$ cat src/rtl/pse_pkg.sv
package pse_pkg;

	// Widths of the external fields.
	localparam int OUT_TIME_W    = 17;
	localparam int STEP_W        = 16;
	localparam int KEY_W         = 3;
	localparam int SEL_W         = 2;
	localparam int CFG_IDX_W     = 3;
	localparam int CFG_DATA_W    = 17;
	localparam int TIME_BITS_DEF = 17;

	// Key codes.
	localparam logic [KEY_W-1:0] KEY_NONE = 3'd0;
	localparam logic [KEY_W-1:0] KEY_DOWN = 3'd1;
	localparam logic [KEY_W-1:0] KEY_UP   = 3'd2;
	localparam logic [KEY_W-1:0] KEY_PREV = 3'd3;
	localparam logic [KEY_W-1:0] KEY_NEXT = 3'd4;

	// Selectable fields.
	localparam logic [SEL_W-1:0] SEL_PULSE  = 2'd0;
	localparam logic [SEL_W-1:0] SEL_PERIOD = 2'd1;
	localparam logic [SEL_W-1:0] SEL_PULSE2 = 2'd2;
	localparam logic [SEL_W-1:0] SEL_STEP   = 2'd3;

	// Configuration register indexes.
	localparam logic [CFG_IDX_W-1:0] REG_PULSE_FLOOR  = 3'd0;
	localparam logic [CFG_IDX_W-1:0] REG_PULSE_CEIL   = 3'd1;
	localparam logic [CFG_IDX_W-1:0] REG_PERIOD_FLOOR = 3'd2;
	localparam logic [CFG_IDX_W-1:0] REG_PERIOD_CEIL  = 3'd3;
	localparam logic [CFG_IDX_W-1:0] REG_FINE_STEP    = 3'd4;
	localparam logic [CFG_IDX_W-1:0] REG_COARSE_STEP  = 3'd5;
	localparam logic [CFG_IDX_W-1:0] REG_SAVE_DELAY   = 3'd6;

	// Reset values of the configuration registers.
	localparam logic [STEP_W-1:0]     RST_PULSE_FLOOR  = 16'd500;
	localparam logic [OUT_TIME_W-1:0] RST_PULSE_CEIL   = 17'd99500;
	localparam logic [OUT_TIME_W-1:0] RST_PERIOD_FLOOR = 17'd10000;
	localparam logic [OUT_TIME_W-1:0] RST_PERIOD_CEIL  = 17'd100000;
	localparam logic [STEP_W-1:0]     RST_FINE_STEP    = 16'd100;
	localparam logic [STEP_W-1:0]     RST_COARSE_STEP  = 16'd1000;
	localparam logic [STEP_W-1:0]     RST_SAVE_DELAY   = 16'd1000;

	// Reset values of the edited settings.
	localparam int RST_PULSE  = 1000;
	localparam int RST_PERIOD = 50000;
	localparam int RST_PULSE2 = 2000;

	typedef struct packed {
		logic [STEP_W-1:0]     pulse_floor;
		logic [OUT_TIME_W-1:0] pulse_ceil;
		logic [OUT_TIME_W-1:0] period_floor;
		logic [OUT_TIME_W-1:0] period_ceil;
		logic [STEP_W-1:0]     fine_step;
		logic [STEP_W-1:0]     coarse_step;
		logic [STEP_W-1:0]     save_delay;
	} cfg_t;

	typedef struct packed {
		logic [OUT_TIME_W-1:0] pulse_ns;
		logic [OUT_TIME_W-1:0] period_ns;
		logic [OUT_TIME_W-1:0] pulse2_ns;
		logic [STEP_W-1:0]     step_ns;
		logic [SEL_W-1:0]      selected_field;
		logic                  values_changed;
		logic                  save_strobe;
	} result_t;

endpackage

$ cat src/rtl/pse_key_if.sv
interface pse_key_if import pse_pkg::*; ();
	logic             valid;
	logic             ready;
	logic [KEY_W-1:0] key_code;

	modport source (output valid, output key_code, input ready);
	modport sink (input valid, input key_code, output ready);
endinterface

$ cat src/rtl/pse_set_if.sv
interface pse_set_if import pse_pkg::*; ();
	logic                  valid;
	logic                  ready;
	logic [OUT_TIME_W-1:0] pulse_ns;
	logic [OUT_TIME_W-1:0] period_ns;
	logic [OUT_TIME_W-1:0] pulse2_ns;
	logic [STEP_W-1:0]     step_ns;
	logic [SEL_W-1:0]      selected_field;
	logic                  values_changed;
	logic                  save_strobe;

	modport source (output valid, output pulse_ns, output period_ns, output pulse2_ns,
		output step_ns, output selected_field, output values_changed, output save_strobe,
		input ready);
	modport sink (input valid, input pulse_ns, input period_ns, input pulse2_ns,
		input step_ns, input selected_field, input values_changed, input save_strobe,
		output ready);
endinterface

$ cat src/rtl/pse_cfg_regs.sv
module pse_cfg_regs import pse_pkg::*; (
	input  logic                  clk,
	input  logic                  arst_n,
	input  logic                  cfg_we,
	input  logic [CFG_IDX_W-1:0]  cfg_index,
	input  logic [CFG_DATA_W-1:0] cfg_wdata,
	output cfg_t                  cfg
);

	cfg_t cfg_q;

	// Register file; writes to unused indexes are dropped.
	always_ff @(posedge clk or negedge arst_n) begin
		if (!arst_n) begin
			cfg_q.pulse_floor  <= RST_PULSE_FLOOR;
			cfg_q.pulse_ceil   <= RST_PULSE_CEIL;
			cfg_q.period_floor <= RST_PERIOD_FLOOR;
			cfg_q.period_ceil  <= RST_PERIOD_CEIL;
			cfg_q.fine_step    <= RST_FINE_STEP;
			cfg_q.coarse_step  <= RST_COARSE_STEP;
			cfg_q.save_delay   <= RST_SAVE_DELAY;
		end else if (cfg_we) begin
			case (cfg_index)
				REG_PULSE_FLOOR:  cfg_q.pulse_floor  <= cfg_wdata[STEP_W-1:0];
				REG_PULSE_CEIL:   cfg_q.pulse_ceil   <= cfg_wdata[OUT_TIME_W-1:0];
				REG_PERIOD_FLOOR: cfg_q.period_floor <= cfg_wdata[OUT_TIME_W-1:0];
				REG_PERIOD_CEIL:  cfg_q.period_ceil  <= cfg_wdata[OUT_TIME_W-1:0];
				REG_FINE_STEP:    cfg_q.fine_step    <= cfg_wdata[STEP_W-1:0];
				REG_COARSE_STEP:  cfg_q.coarse_step  <= cfg_wdata[STEP_W-1:0];
				REG_SAVE_DELAY:   cfg_q.save_delay   <= cfg_wdata[STEP_W-1:0];
				default: ;
			endcase
		end
	end

	assign cfg = cfg_q;

endmodule

$ cat src/rtl/pse_edit_core.sv
module pse_edit_core import pse_pkg::*; #(
	parameter int TIME_BITS = TIME_BITS_DEF
) (
	input  logic             clk,
	input  logic             arst_n,
	input  cfg_t             cfg,
	input  logic             step,
	input  logic [KEY_W-1:0] key_code,
	output result_t          res
);

	localparam int TW = TIME_BITS + 1;

	logic [TIME_BITS-1:0] pw_q, pl_q, pw2_q;
	logic [STEP_W-1:0]    step_q;
	logic [SEL_W-1:0]     sel_q;
	logic [KEY_W-1:0]     last_q;
	logic [STEP_W-1:0]    cnt_q;

	logic [TIME_BITS-1:0] pw_d, pl_d, pw2_d;
	logic [STEP_W-1:0]    step_d;
	logic [SEL_W-1:0]     sel_d;
	logic [STEP_W-1:0]    cnt_d, cnt_ld;
	logic                 changed, strobe;

	logic [TW-1:0]        pw_x, pl_x, pw2_x, st_x, min_p_x, max_p_x, min_per_x, max_per_x;
	logic [TW-1:0]        pw_up, pl_up, pw2_up;
	logic [TIME_BITS-1:0] st_t, min_p_t, pl_dn, lim;
	logic [STEP_W-1:0]    step_toggle;

	// Operands widened by one bit so that value plus step never wraps.
	always_comb begin
		pw_x      = TW'(pw_q);
		pl_x      = TW'(pl_q);
		pw2_x     = TW'(pw2_q);
		st_x      = TW'(step_q);
		min_p_x   = TW'(cfg.pulse_floor);
		max_p_x   = TW'(cfg.pulse_ceil);
		min_per_x = TW'(cfg.period_floor);
		max_per_x = TW'(cfg.period_ceil);
		pw_up     = pw_x + st_x;
		pl_up     = pl_x + st_x;
		pw2_up    = pw2_x + st_x;
		st_t      = TIME_BITS'(step_q);
		min_p_t   = TIME_BITS'(cfg.pulse_floor);
		pl_dn     = pl_q - st_t;
		lim       = (pl_dn >= min_p_t) ? (pl_dn - min_p_t) : '0;
		step_toggle = (step_q == cfg.fine_step) ? cfg.coarse_step : cfg.fine_step;
	end

	// Key decode and the edit of the selected setting.
	always_comb begin
		pw_d    = pw_q;
		pl_d    = pl_q;
		pw2_d   = pw2_q;
		step_d  = step_q;
		sel_d   = sel_q;
		changed = 1'b0;
		if (key_code != last_q) begin
			case (key_code)
				KEY_DOWN: begin
					case (sel_q)
						SEL_PULSE: begin
							if (pw_x > min_p_x + st_x) begin
								pw_d    = pw_q - st_t;
								changed = 1'b1;
							end
						end
						SEL_PERIOD: begin
							if (pl_x > min_per_x + st_x) begin
								pl_d    = pl_dn;
								pw_d    = (pw_q >= lim) ? lim : pw_q;
								pw2_d   = (pw2_q >= lim) ? lim : pw2_q;
								changed = 1'b1;
							end
						end
						SEL_PULSE2: begin
							if (pw2_x > min_p_x + st_x) begin
								pw2_d   = pw2_q - st_t;
								changed = 1'b1;
							end
						end
						default: step_d = step_toggle;
					endcase
				end
				KEY_UP: begin
					case (sel_q)
						SEL_PULSE: begin
							if (pw_up < max_p_x && pw_up < pl_x) begin
								pw_d    = pw_up[TIME_BITS-1:0];
								changed = 1'b1;
							end
						end
						SEL_PERIOD: begin
							if (pl_up < max_per_x) begin
								pl_d    = pl_up[TIME_BITS-1:0];
								changed = 1'b1;
							end
						end
						SEL_PULSE2: begin
							if (pw2_up < max_p_x && pw2_up < pl_x) begin
								pw2_d   = pw2_up[TIME_BITS-1:0];
								changed = 1'b1;
							end
						end
						default: step_d = step_toggle;
					endcase
				end
				KEY_PREV: sel_d = sel_q - 1'b1;
				KEY_NEXT: sel_d = sel_q + 1'b1;
				default: ;
			endcase
		end
	end

	// Save countdown: reload on a change, then count down to the strobe.
	always_comb begin
		cnt_ld = changed ? cfg.save_delay : cnt_q;
		cnt_d  = (cnt_ld != '0) ? (cnt_ld - 1'b1) : '0;
		strobe = (cnt_ld == STEP_W'(1));
	end

	always_ff @(posedge clk or negedge arst_n) begin
		if (!arst_n) begin
			pw_q   <= TIME_BITS'(RST_PULSE);
			pl_q   <= TIME_BITS'(RST_PERIOD);
			pw2_q  <= TIME_BITS'(RST_PULSE2);
			step_q <= RST_FINE_STEP;
			sel_q  <= SEL_PULSE;
			last_q <= KEY_NONE;
			cnt_q  <= '0;
		end else if (step) begin
			pw_q   <= pw_d;
			pl_q   <= pl_d;
			pw2_q  <= pw2_d;
			step_q <= step_d;
			sel_q  <= sel_d;
			last_q <= key_code;
			cnt_q  <= cnt_d;
		end
	end

	// Result word shows the settings after this poll.
	always_comb begin
		res.pulse_ns       = pw_d[OUT_TIME_W-1:0];
		res.period_ns      = pl_d[OUT_TIME_W-1:0];
		res.pulse2_ns      = pw2_d[OUT_TIME_W-1:0];
		res.step_ns        = step_d;
		res.selected_field = sel_d;
		res.values_changed = changed;
		res.save_strobe    = strobe;
	end

endmodule

$ cat src/rtl/pulse_setting_editor_unit.sv
// Pulse setting editor. Each key word on the key channel is one poll of the
// front-panel keys; a key acts only when its code differs from the previous
// poll. Every poll returns exactly one settings word with the first pulse,
// period, second pulse, step, selected field, a change flag and a save strobe.
// A poll passes through an input register and is decoded combinationally
// against the stored settings into the output register, so one poll per clock
// is sustained while the settings channel is not stalled. The configuration
// port should be written only while no poll is in flight.
module pulse_setting_editor_unit import pse_pkg::*; #(
	parameter int TIME_BITS = TIME_BITS_DEF
) (
	input  logic                  clk,
	input  logic                  arst_n,
	input  logic                  cfg_we,
	input  logic [CFG_IDX_W-1:0]  cfg_index,
	input  logic [CFG_DATA_W-1:0] cfg_wdata,
	pse_key_if.sink               key,
	pse_set_if.source             settings
);

	cfg_t             cfg;
	result_t          res;
	result_t          out_q;
	logic             out_v_q;
	logic             valid_s1;
	logic [KEY_W-1:0] key_s1;
	logic             adv;

	pse_cfg_regs u_cfg (
		.clk       (clk),
		.arst_n    (arst_n),
		.cfg_we    (cfg_we),
		.cfg_index (cfg_index),
		.cfg_wdata (cfg_wdata),
		.cfg       (cfg)
	);

	pse_edit_core #(
		.TIME_BITS (TIME_BITS)
	) u_core (
		.clk      (clk),
		.arst_n   (arst_n),
		.cfg      (cfg),
		.step     (adv),
		.key_code (key_s1),
		.res      (res)
	);

	// The registered poll moves on when the output register is free or drains.
	assign adv       = valid_s1 && (!out_v_q || settings.ready);
	assign key.ready = !valid_s1 || adv;

	always_ff @(posedge clk or negedge arst_n) begin
		if (!arst_n) begin
			valid_s1 <= 1'b0;
			out_v_q  <= 1'b0;
		end else begin
			if (key.ready) begin
				valid_s1 <= key.valid;
			end
			if (!out_v_q || settings.ready) begin
				out_v_q <= valid_s1;
			end
		end
	end

	// Payload registers.
	always_ff @(posedge clk) begin
		if (key.valid && key.ready) begin
			key_s1 <= key.key_code;
		end
		if (adv) begin
			out_q <= res;
		end
	end

	assign settings.valid          = out_v_q;
	assign settings.pulse_ns       = out_q.pulse_ns;
	assign settings.period_ns      = out_q.period_ns;
	assign settings.pulse2_ns      = out_q.pulse2_ns;
	assign settings.step_ns        = out_q.step_ns;
	assign settings.selected_field = out_q.selected_field;
	assign settings.values_changed = out_q.values_changed;
	assign settings.save_strobe    = out_q.save_strobe;

`ifndef ASSERT_OFF
	// Input stalls only when both stages hold a word and the output is blocked.
	a_stall_cause: assert property (@(posedge clk) disable iff (!arst_n)
		!key.ready |-> (valid_s1 && out_v_q && !settings.ready))
		else $error("key channel stalled without a blocked output");

	// A poll that leaves the input register lands in the output register.
	a_advance_lands: assert property (@(posedge clk) disable iff (!arst_n)
		adv |=> out_v_q)
		else $error("advanced poll did not reach the output register");

	// The step field never reports a value change.
	a_step_no_change: assert property (@(posedge clk) disable iff (!arst_n)
		(out_v_q && settings.values_changed) |-> (settings.selected_field != SEL_STEP))
		else $error("value change reported with the step field selected");
`endif

endmodule

$ cat src/flat_wrapper.sv
// flat-port wrapper written by rule: the top's interface ports become plain ports
module pulse_setting_editor_unit_flat import pse_pkg::*;
#(
	parameter int TIME_BITS = TIME_BITS_DEF
)
  (clk, arst_n, cfg_we, cfg_index, cfg_wdata, key_valid, key_key_code, key_ready, settings_valid, settings_pulse_ns, settings_period_ns, settings_pulse2_ns, settings_step_ns, settings_selected_field, settings_values_changed, settings_save_strobe, settings_ready);
  pse_key_if key_i ();
  pse_set_if settings_i ();
  input  logic clk;
  input  logic arst_n;
  input  logic cfg_we;
  input  logic [CFG_IDX_W-1:0] cfg_index;
  input  logic [CFG_DATA_W-1:0] cfg_wdata;
  input wire logic [$bits(key_i.valid)-1:0] key_valid;
  input wire logic [$bits(key_i.key_code)-1:0] key_key_code;
  output wire logic [$bits(key_i.ready)-1:0] key_ready;
  output wire logic [$bits(settings_i.valid)-1:0] settings_valid;
  output wire logic [$bits(settings_i.pulse_ns)-1:0] settings_pulse_ns;
  output wire logic [$bits(settings_i.period_ns)-1:0] settings_period_ns;
  output wire logic [$bits(settings_i.pulse2_ns)-1:0] settings_pulse2_ns;
  output wire logic [$bits(settings_i.step_ns)-1:0] settings_step_ns;
  output wire logic [$bits(settings_i.selected_field)-1:0] settings_selected_field;
  output wire logic [$bits(settings_i.values_changed)-1:0] settings_values_changed;
  output wire logic [$bits(settings_i.save_strobe)-1:0] settings_save_strobe;
  input wire logic [$bits(settings_i.ready)-1:0] settings_ready;
  assign key_i.valid = key_valid;
  assign key_i.key_code = key_key_code;
  assign key_ready = key_i.ready;
  assign settings_valid = settings_i.valid;
  assign settings_pulse_ns = settings_i.pulse_ns;
  assign settings_period_ns = settings_i.period_ns;
  assign settings_pulse2_ns = settings_i.pulse2_ns;
  assign settings_step_ns = settings_i.step_ns;
  assign settings_selected_field = settings_i.selected_field;
  assign settings_values_changed = settings_i.values_changed;
  assign settings_save_strobe = settings_i.save_strobe;
  assign settings_i.ready = settings_ready;
  pulse_setting_editor_unit #(.TIME_BITS(TIME_BITS)) u_core (.clk(clk), .arst_n(arst_n), .cfg_we(cfg_we), .cfg_index(cfg_index), .cfg_wdata(cfg_wdata), .key(key_i), .settings(settings_i));
endmodule
$ cat config.mk
export PLATFORM = sky130hd
export DESIGN_NAME = pulse_setting_editor_unit_flat
export DESIGN_NICKNAME = d
export VERILOG_FILES = /design/src/rtl/pse_pkg.sv /design/src/rtl/pse_key_if.sv /design/src/rtl/pse_set_if.sv /design/src/rtl/pse_cfg_regs.sv /design/src/rtl/pse_edit_core.sv /design/src/rtl/pulse_setting_editor_unit.sv /design/src/flat_wrapper.sv
export SDC_FILE = /design/constraint.sdc
export NUM_CORES = 1
export LEC_CHECK = 0
export BUFFER_PORTS_ARGS = -buffer_cell sky130_fd_sc_hd__buf_2
export CORE_UTILIZATION = 34
export DETAILED_ROUTE_END_ITERATION = 6
export SLEW_MARGIN = 20
export SYNTH_ARGS = -nofsm -noshare
export SYNTH_HDL_FRONTEND = slang
export SYNTH_SLANG_ARGS = --single-unit
$ cat constraint.sdc
create_clock -name clk -period 9.2 [get_ports clk]
set_input_delay 0.46 -clock clk [delete_from_list [all_inputs] [get_ports clk]]
set_output_delay 0.46 -clock clk [all_outputs]
set_load 0.005 [all_outputs]
Word level (Yosys, flattened, before mapping)

Index checks and enable logic that the tools add are counted.

Memory bits (writable): 0
Memories kept: 0
Bits of input ports: 28
Latch bits: 0
ROM bits: 0
Bits in registers: 279

Eq/ne operators: 15
Reductions and logical operators: 20
Bitwise logic cells: 0
Add/subtract/negate cells: 12
Multiplexer cells: 41
Order comparisons: 11
$mul: 0
Div/mod/pow operators: 0
Shift-type cells: 0

Operators with widths:

| cell                  | count |
|---|---|
| $mux 17               | 18 |
| $pmux 17 s2           | 5 |
| $mux 16               | 6 |
| $lt 18x17->1          | 5 |
| $add 17x16->18        | 4 |
| $sub 17x16->17        | 4 |
| $gt 17x18->1          | 2 |
| $ge 17x17->1          | 2 |
| $add 16x16->17        | 1 |
| $ge 17x16->1          | 1 |
| $gt 17x17->1          | 1 |
| $eq 16x1->1 const B   | 1 |
| $eq 16x16->1          | 1 |
| $reduce_bool 16->1    | 1 |
| $sub 16x1->16 const B | 1 |
| $reduce_and 2->1      | 7 |
| $eq 3x2->1 const B    | 4 |
| $eq 3x3->1 const B    | 4 |
| $mux 1                | 7 |
| $eq 3x1->1 const B    | 2 |
| $pmux 1 s3            | 2 |
| $logic_and 1x1->1     | 4 |
| $pmux 2 s2            | 1 |
| $logic_not 3->1       | 1 |
| other kinds (12)      | 14 |

Logic depth before layout (Yosys ltp)

Depth after elaboration: 10
Depth in mapped cells: 35
Mapped depth without buffers: 34

By module

Synthesis repeated with hierarchy kept, for this count alone.

Cell total of the unflattened synthesis: 2,594
Area, all modules: 24,018.0 um2

Modules (own cells, without submodules):

| module                    | area an instance (um2) | instances | cells each | seq. area each (um2) |
|---|---|---|---|---|
| pse_edit_core             | 17,211.5               | 1         | 2,261      | 2,228.4 |
| pse_cfg_regs              | 4,480.5                | 1         | 251        | 2,926.6 |
| pulse_setting_editor_unit | 2,326.0                | 1         | 82         | 2,272.2 |

Worst setup path after synthesis

Ideal clock, no wire load.

Path type: flip-flop to flip-flop
Start point: register u_core.u_core.step_q[1]
End point: register u_core.out_q (netlist bit u_core.settings.pulse2_ns[7]), data pin
Library setup time: 0.275 ns
Required time: 8.925 ns
Arrival time: 6.712 ns
Cell stages (with the launch flop): 33
Path slack: 2.214 ns
Cells stage by stage: dfrtp_1 > inv_1 > ha_1 > nor2b_1 > o21ai_0 > a21oi_1 > o21ai_0 > a21oi_1 > a21o_1 > a21oi_1 > xnor2_1 > ha_1 > clkbuf_1 > a21o_1 > a21oi_1 > nor4bb_1 > nor2_1 > o21ba_2 > clkbuf_1 > o21ai_0 > ha_1 > a21o_1 > a21o_1 > a21oi_1 > o21ai_0 > and3_1 > o311ai_0 > a21oi_1 > nand2_1 > clkbuf_1 > o21ai_0 > a222oi_1 > o221ai_1

RTL lines:

| element                  | line                            | text |
|---|---|---|
| start: declaration       | pse_edit_core.sv:15             | `logic [STEP_W-1:0] step_q;` |
| start signal: assignment | pse_edit_core.sv:136            | `step_q <= step_d;` |
| end signal: assignment   | pulse_setting_editor_unit.sv:73 | `out_q <= res;` |
| end: declaration         | pulse_setting_editor_unit.sv:23 | `result_t out_q;` |

==> results.md <==
* Run status: finished, violations left
* Failing checks: design-rule violations
* Clock Pin Slew Worst Setup and Hold Paths at 60 ps
* Worst setup EP type: flop
* Post-Synthesis Cell Area at 0.0241 mm2
* Number of port buffers at 100
* Post-route cell area at 0.0268 mm2
* Number of CTS-inserted buffers at 35
* First-pass GRT wire length at 129000 um
* Number of warnings reported in the yosys synthesis log at 0
* Final weighted congestion of routability-driven global placement at 1.00
* Syn Inst Count at 2699
* Cell count after placement at 3677
* Part of the cycle the worst path needs at 0.916
* Iteration-0 DRC count of the detailed router at 2027
* Post-CTS Setup Bufs at 0
* Antenna fix cells at 0
* Path type of the worst min-delay path: input pin to flop
* Largest net degree at the start of global routing at 93
* Leading post-synthesis cells by cell area: sky130_fd_sc_hd__ha_1, sky130_fd_sc_hd__dfrtp_1, sky130_fd_sc_hd__edfxtp_1
* Floorplan die width at 268 um
* Number of nets in the layout at 3128
* Routed via count at 21500
* Worst-case setup slack after placement at 963 ps
* Required time at the worst-slack endpoint at 9480 ps
* Std cell rows at 97
* Maximum level of the CTS H-tree at 2
* Cell family with the largest share of critical-path delay: compound AO/OA/AOI/OAI gates
* Sequential-to-total area share from yosys stat at 0.309
* Global-route congestion overflow total at 0
* Fin Setup TNS at 0 ps
* Count of state elements after synthesis at 279
* Synth Net Count at 3052
* Final count of pins violating max slew at 0
* Synthesis-to-finish area growth at 11.5%
* Vias in the first global route at 20700
* Remaining antenna violation count after routing at 0
* Max Cap Violations at 0
* Setup-failing EPs final at 0
* Starting density of the core at 0.344
* Remaining max-slew budget at the tightest pin at 0.302
* Top-level I/O count at 101
* Highest clock rate at 0.119 GHz
* Filler Cell Count at 7245
* 1st-pass router iterations at 7
* Post-synth top cells: sky130_fd_sc_hd__ha_1, sky130_fd_sc_hd__nand2_1, sky130_fd_sc_hd__o21ai_0
* Fraction of synthesized cell area taken by the top area cell type at 0.164
* Dpl cell area at 0.0257 mm2
* Remaining routing DRC violations at 1
* Number of distinct library cells after synthesis at 84
* Clock buffer depth at 3
* Critical Path Max Stage Delay at 780 ps
* Hpwl dp at 67800 um
* Setup repair after global routing missed its margin: no
* Arrival time of data at the critical path endpoint at 8710 ps
* Non-filler cells, final at 3740
* Clock latency on the worst-skew pair at 580 ps
* Resize count post-CTS at 0
* Slowest-stage cell, CP: sky130_fd_sc_hd__dfrtp_1
* Critical Setup Path Class: flop to flop
* Mean routed wirelength per cell at 23.3 um
* TritonCTS clock tree: done
* Sum of routed wire length over all layers at 87100 um
* Worst Slack Setup Final at 775 ps
* Minimum period implied by the final worst setup slack at 8430 ps
* Root Buffer Master: sky130_fd_sc_hd__clkbuf_16
* Transition at the pin with the smallest max-transition slack at 1030 ps
* Initial antenna violation count at 1
* Cell occurring most often along the worst timing path: sky130_fd_sc_hd__o21ai_0
* Setup Skew at 28.2 ps
* Hold Violations, Final at 0
* Dominant cell type by area after synthesis: sky130_fd_sc_hd__ha_1
* Per-instance average area after synthesis at 8.92 um2
* Post-synthesis async set-or-reset flop share at 0.735
* Prevailing post-synth register cell: sky130_fd_sc_hd__dfrtp_1
* Most common cell in the synthesized netlist: sky130_fd_sc_hd__ha_1
* Number of synthesized flops with an enable pin at 74
* Kind of launch point of the worst setup path: flop
* Ratio of cells with drive above 1 in the final layout at 0.138
* Largest fanout on the critical path at 17
* Global-route total usage across every layer at 0.240
* # clock sinks at 279
* Worst path buffer plus inverter count at 3
* Placeable core region at 0.0700 mm2
* Height of the die at 268 um
* DIE AREA at 0.0718 mm2
* Via density per instance at 5.76
==> path summary, 6_finish.rpt <==
| kind | slack [ps] | endpoint | depth (start not counted) | start |
|---|---|---|---|---|
| worst max-delay path | 770 | u_core.settings.pulse2_ns[5] | 31 | u_core.u_core.step_q[1] |
| min in group asynchronous | 520 | u_core.u_core.last_q[0] | 2 | arst_n |
| worst max register to register | 770 | u_core.settings.pulse2_ns[5] | 31 | u_core.u_core.step_q[1] |
| worst min-delay path | 60 | u_core.key_s1[0] | 1 | key_key_code[0] |
| worst min register to register | 500 | u_core.u_core.cnt_q[12] | 1 | u_core.u_core.cnt_q[12] |
| max in group asynchronous | 7320 | u_core.u_cfg.cfg[51] | 3 | arst_n |
==> layer usage <==
metal | track usage | share of wire | vias to the layer above
met4 | 0.104 | 0.047 | 2
met2 | 0.380 | 0.44 | 900
met5 | 0 | 0.00015 | -
met1 | 0.318 | 0.43 | 10400
li1 | - | - | 10100
met3 | 0.0455 | 0.083 | 210
==> metrics by stage <==
| step | utilization | hold slack [ps] |
|---|---|---|
| 6_report | 0.383 | 64.3 |
| 3_3_place_gp | 0.367 | 482 |
| 3_5_place_dp | 0.367 | 487 |
| 2_1_floorplan | - | 164 |
| 4_1_cts | 0.383 | 47.8 |
| 5_1_grt | 0.383 | 64.0 |
==> cell type report <==
| cell class | instances | area, um2 | area share |
|---|---|---|---|
| Clock buffer | 43 | 906 | 0.0338 |
| Clock inverter | 19 | 191 | 0.00714 |
| Multi-Input combinational cell | 2134 | 15600 | 0.581 |
| Inverter | 177 | 669 | 0.0250 |
| Tap cell | 940 | 1180 | 0.0439 |
| Timing Repair Buffer | 148 | 873 | 0.0326 |
| Sequential cell | 279 | 7430 | 0.277 |
==> flip-flops by register name (all words and copies together) (netlist names), 2 cells and up <==
register,cells
u_core.u_cfg.cfg,115
u_core.settings.period_ns,17
u_core.settings.pulse2_ns,17
u_core.settings.pulse_ns,17
u_core.u_core.pl_q,17
u_core.u_core.pw2_q,17
u_core.u_core.pw_q,17
u_core.settings.step_ns,16
u_core.u_core.cnt_q,16
u_core.u_core.step_q,16
u_core.key_s1,3
u_core.u_core.last_q,3
u_core.settings.selected_field,2
u_core.u_core.sel_q,2
==> logic make-up after synthesis <==
logic type	after synthesis	synth area share
buffers and inverters	286	0.0457
AOI/OAI and AO/OA	803	0.218
adders and majority gates	325	0.172
xor gates and xnor gates	148	0.0539
and+or+nand+nor	717	0.139
muxes	141	0.0634
DFF	279	0.309
==> timing repair <==
item	in CTS	in global routing
setup endpoints to repair	0	0
endpoints found under the hold margin	70	0
hold buffers	1	0
==> layout by cell type, fill, tap and decap left out, drive strengths merged, types with 24 or more instances in the layout <==
cell type	Yosys	layout
ha	316	316
nand2	257	257
o21ai	230	230
a21oi	187	187
inv	177	181
nor2	179	179
buf	18	147
dfrtp	145	145
xnor2	106	106
mux2	91	91
edfxtp	74	74
dfstp	60	60
mux2i	50	50
nor3	48	48
nand3	46	46
a21o	44	44
clkbuf	91	43
xor2	42	42
nand2b	34	34
nor2b	33	33
o22ai	28	28
o21a	27	27
a22oi	27	27
o221ai	25	25
o21bai	24	24
nand4	24	24
Power is not shown: default switching activity piles up to over one toggle a cycle in this logic, so the estimate is an artifact.
